--- src/rtl/core/u8lt_pkg.sv ---
// Shared types, widths and byte-class constants for the UTF-8 decoder with line tracking.
package u8lt_pkg;

    localparam int unsigned ST_W   = 3;
    localparam int unsigned CP_W   = 21;
    localparam int unsigned LEN_W  = 3;
    localparam int unsigned LINE_W = 24;
    localparam int unsigned COL_W  = 16;
    localparam int unsigned OFS_W  = 32;

    localparam int unsigned LINE_BITS_DEF   = 24;
    localparam int unsigned COLUMN_BITS_DEF = 16;
    localparam int unsigned OFFSET_BITS_DEF = 32;

    localparam logic [7:0] MASK_LEAD2 = 8'hE0;
    localparam logic [7:0] PAT_LEAD2  = 8'hC0;
    localparam logic [7:0] MASK_LEAD3 = 8'hF0;
    localparam logic [7:0] PAT_LEAD3  = 8'hE0;
    localparam logic [7:0] MASK_LEAD4 = 8'hF8;
    localparam logic [7:0] PAT_LEAD4  = 8'hF0;
    localparam logic [7:0] MASK_CONT  = 8'hC0;
    localparam logic [7:0] PAT_CONT   = 8'h80;
    localparam logic [7:0] MAX_ASCII  = 8'h7F;

    localparam logic [CP_W-1:0] CP_NEWLINE = 21'h00000A;

    localparam logic OP_DATA = 1'b0;
    localparam logic OP_END  = 1'b1;

    typedef enum logic [ST_W-1:0] {
        ST_OK       = 3'd0,
        ST_BAD_LEAD = 3'd1,
        ST_BAD_CONT = 3'd2,
        ST_TRUNC    = 3'd3,
        ST_END      = 3'd4
    } t_status;

    typedef struct packed {
        logic              has;
        t_status           status;
        logic [CP_W-1:0]   code_point;
        logic [LEN_W-1:0]  byte_length;
    } t_result;

endpackage

--- src/rtl/core/u8lt_intf.sv ---
// Valid/ready channel interfaces for the input byte words and the decoded result words.
interface u8lt_in_if;
    logic       valid;
    logic       ready;
    logic       op;
    logic [7:0] data_byte;

    modport source (output valid, output op, output data_byte, input ready);
    modport sink   (input valid, input op, input data_byte, output ready);
endinterface

interface u8lt_out_if;
    import u8lt_pkg::*;
    logic              valid;
    logic              ready;
    logic [ST_W-1:0]   status;
    logic [CP_W-1:0]   code_point;
    logic [LEN_W-1:0]  byte_length;
    logic [LINE_W-1:0] line_number;
    logic [COL_W-1:0]  column;
    logic [OFS_W-1:0]  line_start_offset;

    modport source (output valid, output status, output code_point, output byte_length,
                    output line_number, output column, output line_start_offset,
                    input ready);
    modport sink   (input valid, input status, input code_point, input byte_length,
                    input line_number, input column, input line_start_offset,
                    output ready);
endinterface

--- src/rtl/core/utf8_decoder_line_tracker.sv ---
// Top level of the UTF-8 decoder with line tracking: input register, decode and result register.
//
//  Channel  Dir  Word fields
//  i_in     in   op, data_byte
//  o_out    out  status, code_point, byte_length, line_number, column, line_start_offset
//
// One byte word is accepted per cycle unless a stalled result holds the decode stage.
// The word passes an input register, one pass of decode logic and a result register.
// Reset clears the input and result stages, the partial sequence, column and offsets; line is 1.
// A stalled result holds the decode stage only when that stage holds a word that has a result.
module utf8_decoder_line_tracker #(
    parameter int unsigned LINE_BITS   = u8lt_pkg::LINE_BITS_DEF,
    parameter int unsigned COLUMN_BITS = u8lt_pkg::COLUMN_BITS_DEF,
    parameter int unsigned OFFSET_BITS = u8lt_pkg::OFFSET_BITS_DEF
) (
    input  logic       i_clk,
    input  logic       i_rst_n,
    u8lt_in_if.sink    i_in,
    u8lt_out_if.source o_out
);
    import u8lt_pkg::*;

    logic       r_in_valid;
    logic       r_in_op;
    logic [7:0] r_in_byte;

    logic              r_out_valid;
    logic [ST_W-1:0]   r_status;
    logic [CP_W-1:0]   r_cp;
    logic [LEN_W-1:0]  r_blen;
    logic [LINE_W-1:0] r_line;
    logic [COL_W-1:0]  r_col;
    logic [OFS_W-1:0]  r_lstart;

    t_result                res;
    logic [LINE_BITS-1:0]   dec_line;
    logic [COLUMN_BITS-1:0] dec_col;
    logic [OFFSET_BITS-1:0] dec_lstart;

    logic out_free;
    logic step;
    logic in_take;

    assign out_free = !r_out_valid || o_out.ready;
    assign step     = r_in_valid && (!res.has || out_free);
    assign in_take  = i_in.valid && i_in.ready;
    assign i_in.ready = !r_in_valid || step;

    u8lt_decode #(
        .LINE_BITS   (LINE_BITS),
        .COLUMN_BITS (COLUMN_BITS),
        .OFFSET_BITS (OFFSET_BITS)
    ) u_decode (
        .i_clk    (i_clk),
        .i_rst_n  (i_rst_n),
        .i_step   (step),
        .i_op     (r_in_op),
        .i_byte   (r_in_byte),
        .o_res    (res),
        .o_line   (dec_line),
        .o_col    (dec_col),
        .o_lstart (dec_lstart)
    );

    always_ff @(posedge i_clk) begin
        if (!i_rst_n) begin
            r_in_valid <= 1'b0;
        end else if (in_take) begin
            r_in_valid <= 1'b1;
        end else if (step) begin
            r_in_valid <= 1'b0;
        end
    end

    always_ff @(posedge i_clk) begin
        if (in_take) begin
            r_in_op   <= i_in.op;
            r_in_byte <= i_in.data_byte;
        end
    end

    always_ff @(posedge i_clk) begin
        if (!i_rst_n) begin
            r_out_valid <= 1'b0;
        end else if (step && res.has) begin
            r_out_valid <= 1'b1;
        end else if (o_out.ready) begin
            r_out_valid <= 1'b0;
        end
    end

    always_ff @(posedge i_clk) begin
        if (step && res.has) begin
            r_status <= res.status;
            r_cp     <= res.code_point;
            r_blen   <= res.byte_length;
            r_line   <= LINE_W'(dec_line);
            r_col    <= COL_W'(dec_col);
            r_lstart <= OFS_W'(dec_lstart);
        end
    end

    assign o_out.valid             = r_out_valid;
    assign o_out.status            = r_status;
    assign o_out.code_point        = r_cp;
    assign o_out.byte_length       = r_blen;
    assign o_out.line_number       = r_line;
    assign o_out.column            = r_col;
    assign o_out.line_start_offset = r_lstart;

    a_ready_when_empty: assert property (@(posedge i_clk) disable iff (!i_rst_n)
        !r_in_valid |-> i_in.ready)
        else $error("input not ready with an empty decode stage");

    a_hold_on_stall: assert property (@(posedge i_clk) disable iff (!i_rst_n)
        r_in_valid && res.has && r_out_valid && !o_out.ready |=> r_in_valid)
        else $error("decode stage word lost during a result stall");

    a_ok_has_length: assert property (@(posedge i_clk) disable iff (!i_rst_n)
        r_out_valid && (r_status == ST_OK) |-> (r_blen != '0))
        else $error("decoded character with zero byte length");

endmodule

--- src/rtl/core/u8lt_decode.sv ---
// Sequence assembly state, position counters and the per-word decode logic.
module u8lt_decode #(
    parameter int unsigned LINE_BITS   = u8lt_pkg::LINE_BITS_DEF,
    parameter int unsigned COLUMN_BITS = u8lt_pkg::COLUMN_BITS_DEF,
    parameter int unsigned OFFSET_BITS = u8lt_pkg::OFFSET_BITS_DEF
) (
    input  logic                   i_clk,
    input  logic                   i_rst_n,
    input  logic                   i_step,
    input  logic                   i_op,
    input  logic [7:0]             i_byte,
    output u8lt_pkg::t_result      o_res,
    output logic [LINE_BITS-1:0]   o_line,
    output logic [COLUMN_BITS-1:0] o_col,
    output logic [OFFSET_BITS-1:0] o_lstart
);
    import u8lt_pkg::*;

    logic [CP_W-1:0]        r_acc, n_acc;
    logic [1:0]             r_rem, n_rem;
    logic [LEN_W-1:0]       r_len, n_len;
    logic [LINE_BITS-1:0]   r_line, n_line;
    logic [COLUMN_BITS-1:0] r_col, n_col;
    logic [OFFSET_BITS-1:0] r_pos, n_pos;
    logic [OFFSET_BITS-1:0] r_lstart, n_lstart;

    logic             finish;
    logic [CP_W-1:0]  fin_cp;
    logic [LEN_W-1:0] fin_len;
    logic [CP_W-1:0]  shifted;

    assign shifted = {r_acc[CP_W-7:0], i_byte[5:0]};

    always_comb begin
        n_acc    = r_acc;
        n_rem    = r_rem;
        n_len    = r_len;
        n_line   = r_line;
        n_col    = r_col;
        n_pos    = r_pos;
        n_lstart = r_lstart;
        finish   = 1'b0;
        fin_cp   = '0;
        fin_len  = '0;
        o_res    = '{has: 1'b0, status: ST_OK, code_point: '0, byte_length: '0};

        if (i_op == OP_END) begin
            o_res.has = 1'b1;
            if (r_len != '0) begin
                o_res.status = ST_TRUNC;
                n_acc = '0;
                n_rem = '0;
                n_len = '0;
            end else begin
                o_res.status = ST_END;
            end
        end else begin
            n_pos = (&r_pos) ? r_pos : r_pos + 1'b1;
            if (r_len == '0) begin
                if (i_byte <= MAX_ASCII) begin
                    finish  = 1'b1;
                    fin_cp  = CP_W'(i_byte);
                    fin_len = LEN_W'(1);
                end else if ((i_byte & MASK_LEAD2) == PAT_LEAD2) begin
                    n_acc = CP_W'(i_byte[4:0]);
                    n_len = LEN_W'(2);
                    n_rem = 2'd1;
                end else if ((i_byte & MASK_LEAD3) == PAT_LEAD3) begin
                    n_acc = CP_W'(i_byte[3:0]);
                    n_len = LEN_W'(3);
                    n_rem = 2'd2;
                end else if ((i_byte & MASK_LEAD4) == PAT_LEAD4) begin
                    n_acc = CP_W'(i_byte[2:0]);
                    n_len = LEN_W'(4);
                    n_rem = 2'd3;
                end else begin
                    o_res.has    = 1'b1;
                    o_res.status = ST_BAD_LEAD;
                end
            end else if ((i_byte & MASK_CONT) != PAT_CONT) begin
                o_res.has    = 1'b1;
                o_res.status = ST_BAD_CONT;
                n_acc = '0;
                n_rem = '0;
                n_len = '0;
            end else if (r_rem == 2'd1) begin
                finish  = 1'b1;
                fin_cp  = shifted;
                fin_len = r_len;
            end else begin
                n_acc = shifted;
                n_rem = r_rem - 2'd1;
            end

            if (finish) begin
                n_acc = '0;
                n_rem = '0;
                n_len = '0;
                o_res = '{has: 1'b1, status: ST_OK, code_point: fin_cp, byte_length: fin_len};
                if (fin_cp == CP_NEWLINE) begin
                    n_line   = (&r_line) ? r_line : r_line + 1'b1;
                    n_lstart = n_pos;
                    n_col    = '0;
                end else begin
                    n_col = (&r_col) ? r_col : r_col + 1'b1;
                end
            end
        end
    end

    assign o_line   = n_line;
    assign o_col    = n_col;
    assign o_lstart = n_lstart;

    always_ff @(posedge i_clk) begin
        if (!i_rst_n) begin
            r_acc    <= '0;
            r_rem    <= '0;
            r_len    <= '0;
            r_line   <= LINE_BITS'(1);
            r_col    <= '0;
            r_pos    <= '0;
            r_lstart <= '0;
        end else if (i_step) begin
            r_acc    <= n_acc;
            r_rem    <= n_rem;
            r_len    <= n_len;
            r_line   <= n_line;
            r_col    <= n_col;
            r_pos    <= n_pos;
            r_lstart <= n_lstart;
        end
    end

    a_rem_in_seq: assert property (@(posedge i_clk) disable iff (!i_rst_n)
        (r_rem != 2'd0) |-> (r_len != '0) && (LEN_W'(r_rem) < r_len))
        else $error("continuation count without a sequence in progress");

    a_len_range: assert property (@(posedge i_clk) disable iff (!i_rst_n)
        (r_len <= LEN_W'(4)) && (r_len != LEN_W'(1)))
        else $error("sequence length out of range");

    a_line_start_le_pos: assert property (@(posedge i_clk) disable iff (!i_rst_n)
        (r_lstart <= r_pos) && (r_line != '0))
        else $error("line start beyond byte position or line counter zero");

endmodule

--- src/flat_wrapper.sv ---
// flat-port wrapper written by rule: the top's interface ports become plain ports
module utf8_decoder_line_tracker_flat import u8lt_pkg::*;
#(
    parameter int unsigned LINE_BITS   = u8lt_pkg::LINE_BITS_DEF,
    parameter int unsigned COLUMN_BITS = u8lt_pkg::COLUMN_BITS_DEF,
    parameter int unsigned OFFSET_BITS = u8lt_pkg::OFFSET_BITS_DEF
)
  (i_clk, i_rst_n, i_in_valid, i_in_op, i_in_data_byte, i_in_ready, o_out_valid, o_out_status, o_out_code_point, o_out_byte_length, o_out_line_number, o_out_column, o_out_line_start_offset, o_out_ready);
  u8lt_in_if i_in_i ();
  u8lt_out_if o_out_i ();
  input  logic i_clk;
  input  logic i_rst_n;
  input wire logic [$bits(i_in_i.valid)-1:0] i_in_valid;
  input wire logic [$bits(i_in_i.op)-1:0] i_in_op;
  input wire logic [$bits(i_in_i.data_byte)-1:0] i_in_data_byte;
  output wire logic [$bits(i_in_i.ready)-1:0] i_in_ready;
  output wire logic [$bits(o_out_i.valid)-1:0] o_out_valid;
  output wire logic [$bits(o_out_i.status)-1:0] o_out_status;
  output wire logic [$bits(o_out_i.code_point)-1:0] o_out_code_point;
  output wire logic [$bits(o_out_i.byte_length)-1:0] o_out_byte_length;
  output wire logic [$bits(o_out_i.line_number)-1:0] o_out_line_number;
  output wire logic [$bits(o_out_i.column)-1:0] o_out_column;
  output wire logic [$bits(o_out_i.line_start_offset)-1:0] o_out_line_start_offset;
  input wire logic [$bits(o_out_i.ready)-1:0] o_out_ready;
  assign i_in_i.valid = i_in_valid;
  assign i_in_i.op = i_in_op;
  assign i_in_i.data_byte = i_in_data_byte;
  assign i_in_ready = i_in_i.ready;
  assign o_out_valid = o_out_i.valid;
  assign o_out_status = o_out_i.status;
  assign o_out_code_point = o_out_i.code_point;
  assign o_out_byte_length = o_out_i.byte_length;
  assign o_out_line_number = o_out_i.line_number;
  assign o_out_column = o_out_i.column;
  assign o_out_line_start_offset = o_out_i.line_start_offset;
  assign o_out_i.ready = o_out_ready;
  utf8_decoder_line_tracker #(.LINE_BITS(LINE_BITS), .COLUMN_BITS(COLUMN_BITS), .OFFSET_BITS(OFFSET_BITS)) u_core (.i_clk(i_clk), .i_rst_n(i_rst_n), .i_in(i_in_i), .o_out(o_out_i));
endmodule
--- config.mk ---
export PLATFORM = sky130hd
export DESIGN_NAME = utf8_decoder_line_tracker_flat
export DESIGN_NICKNAME = d
export VERILOG_FILES = /design/src/rtl/core/u8lt_pkg.sv /design/src/rtl/core/u8lt_intf.sv /design/src/rtl/core/utf8_decoder_line_tracker.sv /design/src/rtl/core/u8lt_decode.sv /design/src/flat_wrapper.sv
export SDC_FILE = /design/constraint.sdc
export NUM_CORES = 1
export LEC_CHECK = 0
export BUFFER_PORTS_ARGS = -buffer_cell sky130_fd_sc_hd__buf_2
export CAP_MARGIN = 10
export CORE_ASPECT_RATIO = 0.6
export CORE_MARGIN = 8
export CORE_UTILIZATION = 40
export DETAILED_ROUTE_END_ITERATION = 6
export PLACE_DENSITY_LB_ADDON = 0.15
export SYNTH_ARGS = -nofsm -noshare
export SYNTH_HDL_FRONTEND = slang
export SYNTH_SLANG_ARGS = --single-unit
--- constraint.sdc ---
create_clock -name i_clk -period 13.4 [get_ports i_clk]
set_input_delay 2.01 -clock i_clk [delete_from_list [all_inputs] [get_ports i_clk]]
set_output_delay 2.01 -clock i_clk [all_outputs]
set_load 0.02 [all_outputs]
### Word level (Yosys, flattened, before mapping)

Index checks and enable logic that the tools add are counted.

| storage, ports and cells | value |
|---|---|
| register bits | 234 |
| output and inout port bits | 101 |
| word-level logic and storage cells | 123 |

| operators by class | value |
|---|---|
| $add $sub $neg | 4 |
| order comparisons | 1 |
| equal/unequal tests | 10 |
| muxes and demuxes | 68 |
| bitwise gates (word level) | 2 |
| reductions and logical operators | 21 |

Operator list:

| cell | number |
|---|---|
| 15-bit 2-to-1 mux | 10 |
| 32-bit 2-to-1 mux | 4 |
| 24-bit 2-to-1 mux | 4 |
| 21-bit 2-to-1 mux | 4 |
| 16-bit 2-to-1 mux | 4 |
| 3-bit 2-to-1 mux | 13 |
| 32-bit by 1-bit adder with 32-bit output, second input constant | 1 |
| 32-bit AND reduction | 1 |
| 28-bit 2-to-1 mux | 1 |
| 4-bit 2-to-1 mux | 7 |
| 24-bit by 1-bit adder with 24-bit output, second input constant | 1 |
| 24-bit AND reduction | 1 |
| 21-bit by 4-bit == test with 1-bit output, second input constant | 1 |
| 2-bit 2-to-1 mux | 10 |
| 16-bit by 1-bit adder with 16-bit output, second input constant | 1 |
| 16-bit AND reduction | 1 |
| 1-bit 2-to-1 mux | 10 |
| 5-bit AND reduction | 2 |
| 8-bit by 7-bit <= comparator with 1-bit output, second input constant | 1 |
| 8-bit 2-to-1 mux | 1 |
| 6-bit by 1-bit != test with 1-bit output, second input constant | 1 |
| 5-bit == test, second input constant | 1 |
| 5-bit by 3-bit != test with 1-bit output, second input constant | 1 |
| 4-bit == test, second input constant | 1 |
| other kinds (15) | 24 |

### Longest topological paths before layout

| logic depth | value |
|---|---|
| depth in word-level cells | 14 |
| depth in mapped cells | 10 |
| depth with buffers taken out | 8 |

### By module

A second synthesis with hierarchy kept.

| unflattened totals | value |
|---|---|
| cell total of the unflattened synthesis | 1177 |
| area, all modules | 11402.2 sq um |

Modules (own cells, without submodules):

| module | times used | cells each | area an instance (sq um) | sequential area each (sq um) |
|---|---|---|---|---|
| u8lt_decode | 1 | 1057 | 8041.5 | 2482.4 |
| utf8_decoder_line_tracker | 1 | 120 | 3360.7 | 3283.1 |

### Worst setup path after synthesis

OpenSTA, ideal clock, no wires.

| timing path | value |
|---|---|
| path kind | in2reg |
| from | input o_out_ready |
| to | register u_core.r_blen[0] (netlist: u_core.o_out.byte_length[0]), enable pin |
| setup time | 0.469 ns |
| arrival | 5.380 ns |
| required time | 12.931 ns |
| slack | 7.552 ns |
| cell stages on the path | 5 |
| path buffers | 1 |
| path through | nand2b_1 -> a2111oi_2 -> nor4_2 -> clkbuf_1 -> and2_1 |

| on the way | value |
|---|---|
| longest elaborated chain between the ends | 4 |

Ends and longest elaborated chain:

| element | line | source |
|---|---|---|
| start, declared | flat_wrapper.sv:24 | `input wire logic [$bits(o_out_i.ready)-1:0] o_out_ready;` |
| 1-bit logical OR | utf8_decoder_line_tracker.sv:44 | `assign out_free = !r_out_valid \|\| o_out.ready;` |
| 1-bit logical OR | utf8_decoder_line_tracker.sv:45 | `assign step = r_in_valid && (!res.has \|\| out_free);` |
| 1-bit logical AND | utf8_decoder_line_tracker.sv:45 |  |
| 1-bit logical AND | utf8_decoder_line_tracker.sv:93 | `if (step && res.has) begin` |
| end signal, assigned | utf8_decoder_line_tracker.sv:96 | `r_blen <= res.byte_length;` |
| end, declared | utf8_decoder_line_tracker.sv:30 | `logic [LEN_W-1:0] r_blen;` |

Every way passes these cells.
A chain may end at the register's enable or synchronous reset.

### Worst setup path after layout

| timing path | value |
|---|---|
| from | register u_core.r_in_byte[7] |
| to | output i_in_ready |

| on the way | value |
|---|---|
| longest elaborated chain between the ends | 12 |
| elaborated cells between the ends (all ways) | 21 |
| classes of those cells | 1 x order compare; 4 x eq/ne; 12 x mux; 4 x reduce/logical |

Ends and longest elaborated chain:

| element | line | source |
|---|---|---|
| start, declared | utf8_decoder_line_tracker.sv:25 | `logic [7:0] r_in_byte;` |
| start signal, assigned | utf8_decoder_line_tracker.sv:78 | `r_in_byte <= i_in.data_byte;` |
| branches (longest 6 deep; another with 8-bit by 7-bit <= comparator with 1-bit output) | - |  |
| 28-bit 2-to-1 mux (*) | u8lt_decode.sv:95 | `if (finish) begin` |
| 4-bit 2-to-1 mux (*) | u8lt_decode.sv:47 | `if (i_op == OP_END) begin` |
| 1-bit zero test (*) | utf8_decoder_line_tracker.sv:45 |  |
| 1-bit logical OR (*) | utf8_decoder_line_tracker.sv:45 |  |
| 1-bit logical AND (*) | utf8_decoder_line_tracker.sv:45 |  |
| 1-bit logical OR (*) | utf8_decoder_line_tracker.sv:47 | `assign i_in.ready = !r_in_valid \|\| step;` |
| end, declared | flat_wrapper.sv:16 | `output wire logic [$bits(i_in_i.ready)-1:0] i_in_ready;` |

Mark *: on every way between the ends. The select of a mux whose other input is x is not followed.

==> metrics.md <==
| Metric | Value |
|---|---|
| Status | finished, final reports clean |
| Post-synth EDFFs | 108 |
| Ys flop type | dfxtp_1 |
| Setup ws final | 8.468 ns |
| Max cap viols | 0 |
| Top cells by area, synth | edfxtp_1, dfxtp_1, xor2_1 |
| Setup WS pre-CTS | 8.603 ns |
| CP max stage cell | edfxtp_1 |
| Wire per inst | 17.92 um |
| Final hold violation count | 0 |
| Number of global-route vias before repair | 7993 |
| Dominant cell type by area after synthesis | edfxtp_1 |
| Slew Limit Fails | 0 |
| Tmin final | 4.932 ns |
| Mapped cell area | 10890 sq um |
| GP Congestion | 0.8577 |
| Initial DRC count | 795 |
| Critical path arrival | 2.92 ns |
| Share of layout cells above drive strength 1 | 15.43% |
| I/O pins | 114 |
| Worst-Skew Late Latency | 0.53 ns |
| Post-CTS Setup Inserts | 0 |
| PortBufs | 113 |
| Multi-input logic area | 4791 sq um |
| Die Height | 143.8 um |
| Max frequency | 202.8 MHz |
| Crit Path Max Fanout | 11 |
| Initial antenna violation count | 0 |
| Final cell count without fillers | 1604 |
| Sink Count | 234 |
| Htree depth | 1 |
| Hold buffer count at cts | 0 |
| Final Util | 47.16% |
| Hold WC Path Type | reg -> reg |
| Fill cell count | 2594 |
| Critical Path, Cell by Cell | nor4b_1 > a21boi_0 > nand2b_1 > nand3_1 > buf_2 |
| WP buf/inv | 1 |
| Die area | 32920 sq um |
| Max_slew headroom | 24.23% |
| Vias/cell | 5.485 |
| Die W | 229.0 um |
| Synth-to-layout area growth | 15.20% |
| WS Path Type | reg -> out |
| Routed via count | 8798 |
| Iteration count of the initial detailed-routing pass | 5 |
| Critical path capture point type | primary output |
| Synth warn | 0 |
| Diode count | 0 |
| Syn Area/Cell | 9.490 sq um |
| Post-CTS sizing | 0 |
| HPWL after detailed placement | 19310 um |
| Synth Register Bits | 234 |
| CP top delay family | simple AND/OR/NAND/NOR gates |
| Seq/Total Area, Yosys | 52.97% |
| Initial Util | 40.94% |
| Post-route ant nets | 0 |
| Top-area cell type share of the netlist area | 29.79% |
| Min-delay src | u_core.u_decode.r_lstart[11] |
| Startpoint Class | register |
| Final Setup Violations | 0 |
| # DRC | 0 |
| RSZ-0062 raised after global routing | no |
| Total CTS buffers | 24 |
| Synth cell types | 69 |
| RR Startpoint | u_core.r_in_byte[6] |
| Reg clk slew, reported paths | 0.06 ns |
| # placed instances | 1560 |
| Largest net degree at the start of global routing | 82 |
| Fin crit share | 36.81% |
| # nets final | 1243 |
| CTS tree | built |
| Cell count after synthesis | 1147 |
| Worst path max stage delay | 0.61 ns |
| Maximum clock path buffer count | 3 |
| CORE AREA | 26590 sq um |
| Worst-Margin Slew | 1.132 ns |
| First-pass GRT wire length | 46220 um |
| Setup Total Neg Slack | 0 ns |
| Clock Tree Root | clkbuf_16 |
| PwrDens | 122.1 nW/um^2 |
| Peak VDD IR | 0.06350 mV |
| Leakage power | 4.481 nW |
| Seq. cell area | 5766 sq um |
| Syn_nets | 1164 |
| Final WL | 28750 um |
| Synth async-reset ratio | 0% |
| Data required, critical path | 11.39 ns |
| Gr ovfl total | 0 |
| Row Count | 46 |
| Worst setup path startpoint | u_core.r_in_byte[7] |
| GRT Total Usage | 17.07% |
| Worst clock skew | 0.01372 ns |
[sequential cells by signal, summed over array words and instances, names as in the netlist]
register / flops
u_core.u_decode.r_acc: 15
u_core.u_decode.r_col: 16
u_core.r_in_byte: 8
u_core.u_decode.r_pos: 32
u_core.u_decode.r_len: 3
u_core.o_out.code_point: 21
u_core.u_decode.r_line: 24
u_core.o_out.valid: 1
u_core.o_out.line_number: 24
u_core.o_out.line_start_offset: 32
u_core.u_decode.r_lstart: 32
u_core.u_decode.r_rem: 2
u_core.r_in_op: 1
u_core.o_out.status: 3
u_core.o_out.column: 16
u_core.r_in_valid: 1
u_core.o_out.byte_length: 3
[cells in the final DEF, fill, tap and decap left out, drive strengths merged, types with 6 or more instances in the layout]
master and count:
nor2 106, o22ai 6, xnor2 24, nor4 19, a211oi 10, dfxtp 126
nand2 128, a21oi 88, xor2 61, and2 20, inv 11, buf 126
clkbuf 33, or4 6, edfxtp 108, and3 30, nor3 20, or3 23
clkinv 8, o21ai 83, a31oi 6, nand4 40, nand3 79
[per-layer routing]
metal / wire (um) / share of wire [%] / global-route usage (%)
met4: 363 / 1.3 / 2.875
met3: 1900 / 6.6 / 3.524
met5: 0 / 0 / 0
met1: 15460 / 54 / 27.11
met2: 11020 / 38 / 23.20
[report_power, final]
part / leakage, nW / internal (mW) / switching [mW]
clock: 0.410 / 0.422 / 0.282
combinational: 1.96 / 0.0150 / 0.0471
sequential: 2.11 / 0.758 / 0.00717
[tightest hold or removal path, cell delays in order, from the launching register on]
cell and delay, ns:
dfxtp_1 0.31, nand2_1 0.05, a21oi_1 0.05
[path summary, 6_finish.rpt]
path	endpoint	slack [ns]	cells past startpoint
max reg2reg	u_core.u_decode.r_line[17]	9.62	8
min	u_core.u_decode.r_lstart[11]	0.45	2
max	i_in_ready	8.47	5
min reg2reg	u_core.u_decode.r_lstart[11]	0.45	2
[area by class of cell]
class | instances | share of cell area [%]
clock buffers | 33 | 5.558
flip-flops and latches | 234 | 45.98
repair buffers | 126 | 5.288
clock inverters | 11 | 1.048
multi-input cells | 829 | 38.21
well taps | 360 | 3.592
inverters | 11 | 0.3293
[cells in the mapped netlist (4+ instances only)]
| master | n |
|---|---|
| nand2_1 | 128 |
| dfxtp_1 | 126 |
| edfxtp_1 | 108 |
| nor2_1 | 105 |
| a21oi_1 | 88 |
| o21ai_0 | 82 |
| nand3_1 | 79 |
| xor2_1 | 61 |
| clkbuf_1 | 44 |
| nand4_1 | 40 |
| and3_1 | 30 |
| buf_2 | 24 |
| xnor2_1 | 24 |
| or3_1 | 23 |
| and2_1 | 19 |
| nor3_1 | 17 |
| nor4_1 | 17 |
| a211oi_1 | 9 |
| inv_1 | 9 |
| a31oi_1 | 6 |
| o22ai_1 | 6 |
| or4_1 | 6 |
| a31o_2 | 5 |
| mux2i_1 | 5 |
| nand2b_1 | 5 |
| nor2b_1 | 5 |
| o21a_1 | 5 |
| a21boi_0 | 4 |
| buf_1 | 4 |
| ha_1 | 4 |
| nand3b_1 | 4 |
[kinds of logic after synthesis]
family	synth area share (%)
compound gates	12.36
simple gates	23.37
mux	0.7701
xor+xnor	6.839
fa+ha+maj	0.4598
buf+inv	3.241
flops	52.97
[per-stage QoR]
step | instance area [sq um] | power, mW | hold slack, ns
after floorplan | 10890 | 0.8194 | 0.4294
after global placement | 11710 | 0.8430 | 0.4397
after detailed placement | 11710 | 0.8435 | 0.4463
after CTS | 12540 | 1.549 | 0.4538
after global routing | 12540 | 1.585 | 0.4689
final | 12540 | 1.531 | 0.4521
(Power assumes the default switching activity.)
